### src/sv/fpra_pkg.sv
`timescale 1ns / 1ps
`default_nettype none
package fpra_pkg;

  localparam int NUM_RESOURCES_DEF  = 8;
  localparam int NUM_REQUESTERS_DEF = 16;
  localparam int QUEUE_DEPTH        = 16;
  localparam int QSLOT_W            = 4;
  localparam int ID_W               = 4;
  localparam int IDX_W              = 4;
  localparam int KIND_W             = 2;
  localparam int STATUS_W           = 2;
  localparam int CNT_W              = 5;
  localparam int TIME_W             = 32;
  localparam int COOL_W             = 16;
  localparam int MAX_GRANTS         = 4;
  localparam int NGR_W              = 3;
  localparam int PADDR_W            = 3;
  localparam int PDATA_W            = 32;

  typedef enum logic [KIND_W-1:0] {
    KIND_REQ  = 2'd0,
    KIND_REL  = 2'd1,
    KIND_TICK = 2'd2,
    KIND_NONE = 2'd3
  } kind_t;

  typedef enum logic [STATUS_W-1:0] {
    ST_OK    = 2'd0,
    ST_RANGE = 2'd1,
    ST_EQUAL = 2'd2,
    ST_FULL  = 2'd3
  } status_t;

  typedef enum logic [1:0] {
    BUSY_FREE = 2'd0,
    BUSY_USED = 2'd1,
    BUSY_COOL = 2'd2
  } busy_t;

  typedef struct packed {
    logic             tick;
    logic             rel;
    logic             grant;
    logic [IDX_W-1:0] a;
    logic [IDX_W-1:0] b;
  } res_cmd_t;

endpackage
`default_nettype wire

### src/sv/fpra_if.sv
`timescale 1ns / 1ps
`default_nettype none
interface fpra_in_if import fpra_pkg::*; ();
  logic              valid;
  logic              ready;
  logic [KIND_W-1:0] kind;
  logic [ID_W-1:0]   requester_id;
  logic [IDX_W-1:0]  left_index;
  logic [IDX_W-1:0]  right_index;
  modport source (output valid, kind, requester_id, left_index, right_index, input ready);
  modport sink   (input valid, kind, requester_id, left_index, right_index, output ready);
endinterface

interface fpra_out_if import fpra_pkg::*; ();
  logic                valid;
  logic                ready;
  logic                is_grant;
  logic [ID_W-1:0]     granted_id;
  logic [STATUS_W-1:0] status;
  logic                last;
  modport source (output valid, is_grant, granted_id, status, last, input ready);
  modport sink   (input valid, is_grant, granted_id, status, last, output ready);
endinterface
`default_nettype wire

### src/sv/fpra_qram.sv
`timescale 1ns / 1ps
`default_nettype none
module fpra_qram import fpra_pkg::*; #(
  parameter int DEPTH = NUM_RESOURCES_DEF * QUEUE_DEPTH,
  parameter int AW    = 7
) (
  input  wire logic            clk,
  input  wire logic            we,
  input  wire logic [AW-1:0]   waddr,
  input  wire logic [ID_W-1:0] wdata,
  input  wire logic [AW-1:0]   raddr,
  output logic      [ID_W-1:0] rdata
);

  logic [ID_W-1:0] mem [DEPTH];

  always_ff @(posedge clk) begin
    if (we) begin
      mem[waddr] <= wdata;
    end
    rdata <= mem[raddr];
  end

endmodule
`default_nettype wire

### src/sv/fpra_res.sv
`timescale 1ns / 1ps
`default_nettype none
module fpra_res import fpra_pkg::*; #(
  parameter int NUM_RESOURCES = NUM_RESOURCES_DEF,
  parameter int RIDX_W        = 3
) (
  input  wire logic              clk,
  input  wire logic              rst,
  input  wire res_cmd_t          cmd,
  input  wire logic [COOL_W-1:0] cooldown,
  input  wire logic [RIDX_W-1:0] qa,
  input  wire logic [RIDX_W-1:0] qb,
  output logic                   free_a,
  output logic                   free_b
);

  busy_t             busy     [NUM_RESOURCES];
  logic [TIME_W-1:0] deadline [NUM_RESOURCES];
  logic [TIME_W-1:0] time_now;
  logic [TIME_W:0]   dl_sum;
  logic [TIME_W-1:0] dl;
  logic [RIDX_W-1:0] ca, cb;

  assign ca     = cmd.a[RIDX_W-1:0];
  assign cb     = cmd.b[RIDX_W-1:0];
  assign dl_sum = {1'b0, time_now} + (TIME_W + 1)'(cooldown);
  assign dl     = dl_sum[TIME_W] ? '1 : dl_sum[TIME_W-1:0];

  // expired cooldown counts as free
  assign free_a = (busy[qa] == BUSY_FREE) ||
                  ((busy[qa] == BUSY_COOL) && (deadline[qa] <= time_now));
  assign free_b = (busy[qb] == BUSY_FREE) ||
                  ((busy[qb] == BUSY_COOL) && (deadline[qb] <= time_now));

  always_ff @(posedge clk) begin
    if (rst) begin
      time_now <= '0;
      for (int r = 0; r < NUM_RESOURCES; r++) begin
        busy[r]     <= BUSY_FREE;
        deadline[r] <= '0;
      end
    end else begin
      if (cmd.tick && (time_now != '1)) begin
        time_now <= time_now + TIME_W'(1);
      end
      if (cmd.rel) begin
        busy[ca]     <= BUSY_COOL;
        busy[cb]     <= BUSY_COOL;
        deadline[ca] <= dl;
        deadline[cb] <= dl;
      end
      if (cmd.grant) begin
        busy[ca] <= BUSY_USED;
        busy[cb] <= BUSY_USED;
      end
    end
  end

endmodule
`default_nettype wire

### src/sv/fifo_paired_resource_arbiter_core.sv
`timescale 1ns / 1ps
`default_nettype none
// A request is enqueued in two steps (accept, second push); other kinds are taken at once.
// Each grant pass visits every resource, in one to four steps each (head read, pending
// lookup, two head compares), until four grants are made; a grant beat follows each
// grant, and one status beat closes the item. An output stall holds the core at either beat.
// The core takes one item at a time: input is ready only while idle.
// Reset clears queue pointers, resource state and time at once; no clearing pass.
module fifo_paired_resource_arbiter_core import fpra_pkg::*; #(
  parameter int NUM_RESOURCES  = NUM_RESOURCES_DEF,
  parameter int NUM_REQUESTERS = NUM_REQUESTERS_DEF
) (
  input  wire logic               clk,
  input  wire logic               rst,
  fpra_in_if.sink                 in_ch,
  fpra_out_if.source              out_ch,
  input  wire logic               psel,
  input  wire logic               penable,
  input  wire logic               pwrite,
  input  wire logic [PADDR_W-1:0] paddr,
  input  wire logic [PDATA_W-1:0] pwdata,
  output logic      [PDATA_W-1:0] prdata,
  output logic                    pready
);

  localparam int RIDX_W = (NUM_RESOURCES > 1) ? $clog2(NUM_RESOURCES) : 1;
  localparam int RA_W   = RIDX_W + QSLOT_W;

  typedef enum logic [7:0] {
    S_IDLE  = 8'b0000_0001,
    S_PUSH2 = 8'b0000_0010,
    S_SCAN  = 8'b0000_0100,
    S_GETID = 8'b0000_1000,
    S_CHKA  = 8'b0001_0000,
    S_CHKB  = 8'b0010_0000,
    S_EMIT  = 8'b0100_0000,
    S_STAT  = 8'b1000_0000
  } state_t;

  state_t              st, st_next, adv_st;
  logic [RIDX_W-1:0]   scan_i, scan_i_next, adv_i;
  logic                progress, progress_next, adv_prog;
  logic [NGR_W-1:0]    ngr, ngr_next;
  status_t             stat, stat_next;
  logic [ID_W-1:0]     cur_id, cur_id_next;
  logic [RIDX_W-1:0]   cur_a, cur_a_next, cur_b, cur_b_next;
  logic [QSLOT_W-1:0]  head       [NUM_RESOURCES];
  logic [QSLOT_W-1:0]  head_next  [NUM_RESOURCES];
  logic [CNT_W-1:0]    count      [NUM_RESOURCES];
  logic [CNT_W-1:0]    count_next [NUM_RESOURCES];
  logic [RIDX_W-1:0]   pend_l [NUM_REQUESTERS];
  logic [RIDX_W-1:0]   pend_r [NUM_REQUESTERS];
  logic                pend_we;
  logic [COOL_W-1:0]   cooldown;

  logic                mem_we;
  logic [RA_W-1:0]     mem_waddr, mem_raddr;
  logic [ID_W-1:0]     mem_wdata, mem_rdata;
  res_cmd_t            cmd;
  logic                free_a, free_b;

  logic                slot_free, out_load, out_grant;
  logic                idx_ok;
  logic [RIDX_W-1:0]   la, lb, pa, pb;
  kind_t               kind;

  assign kind      = kind_t'(in_ch.kind);
  assign la        = in_ch.left_index[RIDX_W-1:0];
  assign lb        = in_ch.right_index[RIDX_W-1:0];
  assign idx_ok    = ({1'b0, in_ch.requester_id} < (ID_W + 1)'(NUM_REQUESTERS)) &&
                     ({1'b0, in_ch.left_index}   < (IDX_W + 1)'(NUM_RESOURCES)) &&
                     ({1'b0, in_ch.right_index}  < (IDX_W + 1)'(NUM_RESOURCES));
  assign pa        = pend_l[mem_rdata];
  assign pb        = pend_r[mem_rdata];
  assign in_ch.ready = (st == S_IDLE);
  assign slot_free = !out_ch.valid || out_ch.ready;

  // next resource in the pass, or at its end a new pass if it granted anything, else the status beat
  always_comb begin
    adv_st   = S_SCAN;
    adv_i    = scan_i + RIDX_W'(1);
    adv_prog = progress;
    if (scan_i == RIDX_W'(NUM_RESOURCES - 1)) begin
      adv_i    = '0;
      adv_prog = 1'b0;
      adv_st   = progress ? S_SCAN : S_STAT;
    end
  end

  always_comb begin
    st_next       = st;
    scan_i_next   = scan_i;
    progress_next = progress;
    ngr_next      = ngr;
    stat_next     = stat;
    cur_id_next   = cur_id;
    cur_a_next    = cur_a;
    cur_b_next    = cur_b;
    head_next     = head;
    count_next    = count;
    pend_we       = 1'b0;
    mem_we        = 1'b0;
    mem_waddr     = '0;
    mem_wdata     = '0;
    mem_raddr     = '0;
    cmd           = '0;
    out_load      = 1'b0;
    out_grant     = 1'b0;
    unique case (st)
      S_IDLE: begin
        if (in_ch.valid) begin
          scan_i_next   = '0;
          progress_next = 1'b0;
          ngr_next      = '0;
          stat_next     = ST_OK;
          st_next       = S_SCAN;
          if ((kind == KIND_REQ) || (kind == KIND_REL)) begin
            if (!idx_ok) begin
              stat_next = ST_RANGE;
            end else if (in_ch.left_index == in_ch.right_index) begin
              stat_next = ST_EQUAL;
            end else if (kind == KIND_REQ) begin
              if ((count[la] >= CNT_W'(QUEUE_DEPTH)) ||
                  (count[lb] >= CNT_W'(QUEUE_DEPTH))) begin
                stat_next = ST_FULL;
              end else begin
                pend_we        = 1'b1;
                mem_we         = 1'b1;
                mem_waddr      = {la, head[la] + count[la][QSLOT_W-1:0]};
                mem_wdata      = in_ch.requester_id;
                count_next[la] = count[la] + CNT_W'(1);
                cur_id_next    = in_ch.requester_id;
                cur_b_next     = lb;
                st_next        = S_PUSH2;
              end
            end else begin
              cmd.rel = 1'b1;
              cmd.a   = in_ch.left_index;
              cmd.b   = in_ch.right_index;
            end
          end else if (kind == KIND_TICK) begin
            cmd.tick = 1'b1;
          end
        end
      end
      S_PUSH2: begin
        mem_we            = 1'b1;
        mem_waddr         = {cur_b, head[cur_b] + count[cur_b][QSLOT_W-1:0]};
        mem_wdata         = cur_id;
        count_next[cur_b] = count[cur_b] + CNT_W'(1);
        st_next           = S_SCAN;
      end
      S_SCAN: begin
        if (ngr == NGR_W'(MAX_GRANTS)) begin
          st_next = S_STAT;
        end else if (count[scan_i] == '0) begin
          st_next       = adv_st;
          scan_i_next   = adv_i;
          progress_next = adv_prog;
        end else begin
          mem_raddr = {scan_i, head[scan_i]};
          st_next   = S_GETID;
        end
      end
      S_GETID: begin
        cur_id_next = mem_rdata;
        cur_a_next  = pa;
        cur_b_next  = pb;
        if ((pa == pb) || (count[pa] == '0)) begin
          st_next       = adv_st;
          scan_i_next   = adv_i;
          progress_next = adv_prog;
        end else begin
          mem_raddr = {pa, head[pa]};
          st_next   = S_CHKA;
        end
      end
      S_CHKA: begin
        if ((mem_rdata != cur_id) || (count[cur_b] == '0)) begin
          st_next       = adv_st;
          scan_i_next   = adv_i;
          progress_next = adv_prog;
        end else begin
          mem_raddr = {cur_b, head[cur_b]};
          st_next   = S_CHKB;
        end
      end
      S_CHKB: begin
        if ((mem_rdata == cur_id) && free_a && free_b) begin
          cmd.grant         = 1'b1;
          cmd.a             = IDX_W'(cur_a);
          cmd.b             = IDX_W'(cur_b);
          head_next[cur_a]  = head[cur_a] + QSLOT_W'(1);
          head_next[cur_b]  = head[cur_b] + QSLOT_W'(1);
          count_next[cur_a] = count[cur_a] - CNT_W'(1);
          count_next[cur_b] = count[cur_b] - CNT_W'(1);
          ngr_next          = ngr + NGR_W'(1);
          progress_next     = 1'b1;
          st_next           = S_EMIT;
        end else begin
          st_next       = adv_st;
          scan_i_next   = adv_i;
          progress_next = adv_prog;
        end
      end
      S_EMIT: begin
        if (slot_free) begin
          out_load      = 1'b1;
          out_grant     = 1'b1;
          st_next       = adv_st;
          scan_i_next   = adv_i;
          progress_next = adv_prog;
        end
      end
      S_STAT: begin
        if (slot_free) begin
          out_load = 1'b1;
          st_next  = S_IDLE;
        end
      end
      default: st_next = S_IDLE;
    endcase
  end

  always_ff @(posedge clk) begin
    if (rst) begin
      st       <= S_IDLE;
      scan_i   <= '0;
      progress <= 1'b0;
      ngr      <= '0;
      cooldown <= '0;
      for (int r = 0; r < NUM_RESOURCES; r++) begin
        head[r]  <= '0;
        count[r] <= '0;
      end
    end else begin
      st       <= st_next;
      scan_i   <= scan_i_next;
      progress <= progress_next;
      ngr      <= ngr_next;
      head     <= head_next;
      count    <= count_next;
      if (psel && penable && pwrite && !paddr[PADDR_W-1]) begin
        cooldown <= pwdata[COOL_W-1:0];
      end
    end
  end

  always_ff @(posedge clk) begin
    stat   <= stat_next;
    cur_id <= cur_id_next;
    cur_a  <= cur_a_next;
    cur_b  <= cur_b_next;
    if (pend_we) begin
      pend_l[in_ch.requester_id] <= la;
      pend_r[in_ch.requester_id] <= lb;
    end
  end

  // output register: a finished beat waits here while the core moves on
  always_ff @(posedge clk) begin
    if (rst) begin
      out_ch.valid <= 1'b0;
    end else if (out_load) begin
      out_ch.valid <= 1'b1;
    end else if (out_ch.ready) begin
      out_ch.valid <= 1'b0;
    end
  end

  always_ff @(posedge clk) begin
    if (out_load) begin
      out_ch.is_grant   <= out_grant;
      out_ch.granted_id <= out_grant ? cur_id : '0;
      out_ch.status     <= out_grant ? ST_OK : stat;
      out_ch.last       <= !out_grant;
    end
  end

  assign pready = 1'b1;
  assign prdata = paddr[PADDR_W-1] ? '0 : {{(PDATA_W - COOL_W){1'b0}}, cooldown};

  fpra_qram #(
    .DEPTH (NUM_RESOURCES * QUEUE_DEPTH),
    .AW    (RA_W)
  ) u_qram (
    .clk   (clk),
    .we    (mem_we),
    .waddr (mem_waddr),
    .wdata (mem_wdata),
    .raddr (mem_raddr),
    .rdata (mem_rdata)
  );

  fpra_res #(
    .NUM_RESOURCES (NUM_RESOURCES),
    .RIDX_W        (RIDX_W)
  ) u_res (
    .clk      (clk),
    .rst      (rst),
    .cmd      (cmd),
    .cooldown (cooldown),
    .qa       (cur_a),
    .qb       (cur_b),
    .free_a   (free_a),
    .free_b   (free_b)
  );

endmodule
`default_nettype wire

### src/flat_wrapper.sv
// flat-port wrapper written by rule: the top's interface ports become plain ports
module fifo_paired_resource_arbiter_core_flat import fpra_pkg::*;
#(
  parameter int NUM_RESOURCES  = NUM_RESOURCES_DEF,
  parameter int NUM_REQUESTERS = NUM_REQUESTERS_DEF
)
  (clk, rst, psel, penable, pwrite, paddr, pwdata, prdata, pready, in_ch_valid, in_ch_kind, in_ch_requester_id, in_ch_left_index, in_ch_right_index, in_ch_ready, out_ch_valid, out_ch_is_grant, out_ch_granted_id, out_ch_status, out_ch_last, out_ch_ready);
  fpra_in_if in_ch_i ();
  fpra_out_if out_ch_i ();
  input  wire logic clk;
  input  wire logic rst;
  input  wire logic psel;
  input  wire logic penable;
  input  wire logic pwrite;
  input  wire logic [PADDR_W-1:0] paddr;
  input  wire logic [PDATA_W-1:0] pwdata;
  output logic      [PDATA_W-1:0] prdata;
  output logic pready;
  input wire logic [$bits(in_ch_i.valid)-1:0] in_ch_valid;
  input wire logic [$bits(in_ch_i.kind)-1:0] in_ch_kind;
  input wire logic [$bits(in_ch_i.requester_id)-1:0] in_ch_requester_id;
  input wire logic [$bits(in_ch_i.left_index)-1:0] in_ch_left_index;
  input wire logic [$bits(in_ch_i.right_index)-1:0] in_ch_right_index;
  output wire logic [$bits(in_ch_i.ready)-1:0] in_ch_ready;
  output wire logic [$bits(out_ch_i.valid)-1:0] out_ch_valid;
  output wire logic [$bits(out_ch_i.is_grant)-1:0] out_ch_is_grant;
  output wire logic [$bits(out_ch_i.granted_id)-1:0] out_ch_granted_id;
  output wire logic [$bits(out_ch_i.status)-1:0] out_ch_status;
  output wire logic [$bits(out_ch_i.last)-1:0] out_ch_last;
  input wire logic [$bits(out_ch_i.ready)-1:0] out_ch_ready;
  assign in_ch_i.valid = in_ch_valid;
  assign in_ch_i.kind = in_ch_kind;
  assign in_ch_i.requester_id = in_ch_requester_id;
  assign in_ch_i.left_index = in_ch_left_index;
  assign in_ch_i.right_index = in_ch_right_index;
  assign in_ch_ready = in_ch_i.ready;
  assign out_ch_valid = out_ch_i.valid;
  assign out_ch_is_grant = out_ch_i.is_grant;
  assign out_ch_granted_id = out_ch_i.granted_id;
  assign out_ch_status = out_ch_i.status;
  assign out_ch_last = out_ch_i.last;
  assign out_ch_i.ready = out_ch_ready;
  fifo_paired_resource_arbiter_core #(.NUM_RESOURCES(NUM_RESOURCES), .NUM_REQUESTERS(NUM_REQUESTERS)) u_core (.clk(clk), .rst(rst), .in_ch(in_ch_i), .out_ch(out_ch_i), .psel(psel), .penable(penable), .pwrite(pwrite), .paddr(paddr), .pwdata(pwdata), .prdata(prdata), .pready(pready));
endmodule
### config.mk
export PLATFORM = sky130hd
export DESIGN_NAME = fifo_paired_resource_arbiter_core_flat
export DESIGN_NICKNAME = d
export VERILOG_FILES = /design/src/sv/fpra_pkg.sv /design/src/sv/fpra_if.sv /design/src/sv/fpra_qram.sv /design/src/sv/fpra_res.sv /design/src/sv/fifo_paired_resource_arbiter_core.sv /design/src/flat_wrapper.sv
export SDC_FILE = /design/constraint.sdc
export NUM_CORES = 2
export LEC_CHECK = 0
export BUFFER_PORTS_ARGS = -buffer_cell sky130_fd_sc_hd__buf_2
export CAP_MARGIN = 20
export CORE_MARGIN = 2
export CORE_UTILIZATION = 50
export CTS_BUF_LIST = sky130_fd_sc_hd__clkbuf_8 sky130_fd_sc_hd__clkbuf_16
export CTS_CLUSTER_DIAMETER = 40
export DETAILED_ROUTE_END_ITERATION = 10
export PLACE_DENSITY = 0.68
export REMOVE_ABC_BUFFERS = 1
export SLEW_MARGIN = 0
export SYNTH_ARGS = -nofsm -noshare
export SYNTH_HDL_FRONTEND = slang
export SYNTH_HIERARCHICAL = 1
export SYNTH_SLANG_ARGS = --single-unit
### constraint.sdc
create_clock -name clk -period 6.08 [get_ports clk]
set_input_delay 1.216 -clock clk [delete_from_list [all_inputs] [get_ports clk]]
set_output_delay 1.216 -clock clk [all_outputs]
set_load 0.05 [all_outputs]
==> metrics.yaml <==
violations: "design-rule violations"
root_buffer: "clkbuf_16"
critPathRequiredTime_ns: 6.52
cts.clk_slew.worst_paths_ns: 0.06
diodes: 0
dp.cells: 5259
grt_overflow: 0
regArea_um2: 29830
end_kind: "flip-flop"
cts_hold_buffers: 0
fin_crit_ns: 5.805
track_usage: 0.2770
tightest_slew_ns: 1.105
relSlewSlack: 0.2635
final_common_cell: "edfxtp_1"
drv_slew: 0
max_freq_ghz: 0.1723
post_layout_nonfiller_instances: 5532
drive_gt1_frac: 0.2487
cap_viol_max_count: 0
grt_setup_unrepaired: "no"
cts_tree: "done"
die_w_um: 328.7
grt_max_degree: 74
num_io_pins: 99
gp_congestion: 0.9960
die_h_um: 328.7
place.port_buffers: 63
cp.arrival_ns: 6.25
fp.dieArea_um2: 108100
clock_path_buffers: 3
whs_ns: 0.4789
path_max_fanout: 19
worstHoldPathType: "reg -> reg"
p_total_w: 0.01690
status: "finished with violations"
finalNetCount: 4177
setup_viol: 0
tns_ns: 0
wire_per_inst_um: 26.94
drt_wl_total_um: 149000
postSynthCellCount: 3889
syn-cell-area_um2: 52730
path_class: "reg -> reg"
multiInputGateArea_um2: 21460
fillerInstances: 8159
worst_ir_drop_vdd_mv: 0.2489
num_rows: 119
htree_levels: 4
initial_utilization: 0.5023
reg2reg_from: "u_core/cur_b[0]$_DFFE_PP_"
drtIter0Drc: 4578
cts_buffers: 146
hp-start: "u_core/cooldown[7]$_SDFFE_PP0P_"
r2r_slack_ns: 0.28
cts_sinks: 1040
final_cell_mix: "edfxtp_1 (900), nor2_1 (542), mux4_2 (341)"
cp-start-kind: "flip-flop"
p_leak_nw: 19.02
grt_pass1_vias: 35030
fin_util: 0.5751
hold_viol: 0
vias_per_cell: 6.450
grt_antenna_before_repair: 2
crit_path_start: "u_core/cur_b[0]$_DFFE_PP_"
syn_to_final_growth_pct: 14.49
period_share: 0.9547
skew_ns: 0.05472
grt_pass1_wl_um: 223600
p_per_area_nw_per_um2: 279.9
num_vias: 35680
avgSynthCellArea_um2: 13.56
hpwl_um: 96940
final_antenna_net_count: 0
dr.pass1.iters: 11
clkLatencyLatePin_ns: 0.78
core_um2: 105000
drc: 1
yosysWarnings: 6
[critical path, cell delays in order, from the launching register on]
cell,delay [ns]
edfxtp_1,0.40
buf_4,0.16
buf_6,0.28
mux4_2,0.54
mux2_2,0.30
ha_1,0.30
nand4_1,0.14
nor3_1,0.09
a221oi_1,0.31
o21ai_0,0.26
or3_1,0.50
a221oi_4,0.35
nand4_1,0.16
inv_1,0.21
a22o_1,0.27
inv_1,0.12
o32a_1,0.35
nand2b_2,0.19
nand2b_2,0.25
buf_12,0.24
[repair_timing]
item                                    CTS  global route
gates resized for setup                   0             4
setup buffers                             0             2
endpoints found under the setup margin    0           461
[metal layers]
metal	share of wire	GRT usage	routed length [um]	up-vias
li1	-	-	-	15450
met1	0.40	0.3749	59050	17990
met2	0.48	0.4444	70810	1919
met3	0.093	0.05482	13810	319
met4	0.036	0.1053	5343	4
met5	0.00012	0	18	-
[final cells by class]
class	count	area share
Clock inverter	120	0.02085
Tap cell	1391	0.02883
Clock buffer	150	0.06180
Multi-Input combinational cell	2497	0.3554
Timing Repair Buffer	241	0.03320
Sequential cell	1040	0.4941
Inverter	93	0.005783
[sequential cells by signal (all words and copies together) (netlist names), 3 cells and up]
signal,cells
u_core/cur_a,3
u_core/count,40
u_core/cooldown,16
u_core/cur_b,3
u_core/ngr,3
u_core/pend_r,48
u_core/st,8
u_core/u_qram/rdata,4
u_core/u_res/time_now,32
u_core/out_ch.granted_id,4
u_core/u_res/deadline,256
u_core/u_res/busy,16
u_core/scan_i,3
u_core/pend_l,48
u_core/cur_id,4
u_core/head,32
u_core/u_qram/mem,512
[power breakdown]
part           leakage, nW  internal, W  switching, W  total, W
sequential            8.90      0.00777     0.0000498   0.00782
clock                 2.47      0.00500       0.00346   0.00846
combinational         7.65     0.000220      0.000389  0.000609
total                 19.0       0.0130       0.00390    0.0169
[path summary, 6_finish.rpt]
kind / endpoint / depth (start not counted)
worst max-delay path: u_core/u_res/deadline[7][19]$_DFFE_PP_ / 19
worst min-delay path: u_core/cooldown[7]$_SDFFE_PP0P_ / 2
worst max register to register: u_core/u_res/deadline[7][19]$_DFFE_PP_ / 19
worst min register to register: u_core/cooldown[7]$_SDFFE_PP0P_ / 2
[per-stage QoR]
step	setup slack (ns)	cell area (um^2)
2_1_floorplan	-12.02	51460
3_5_place_dp	0.06282	55330
4_1_cts	0.02738	60320
3_3_place_gp	0.1242	55320
5_1_grt	0.04531	60370
6_report	0.2754	60370
Note: power is estimated with default switching activity, not from simulation.
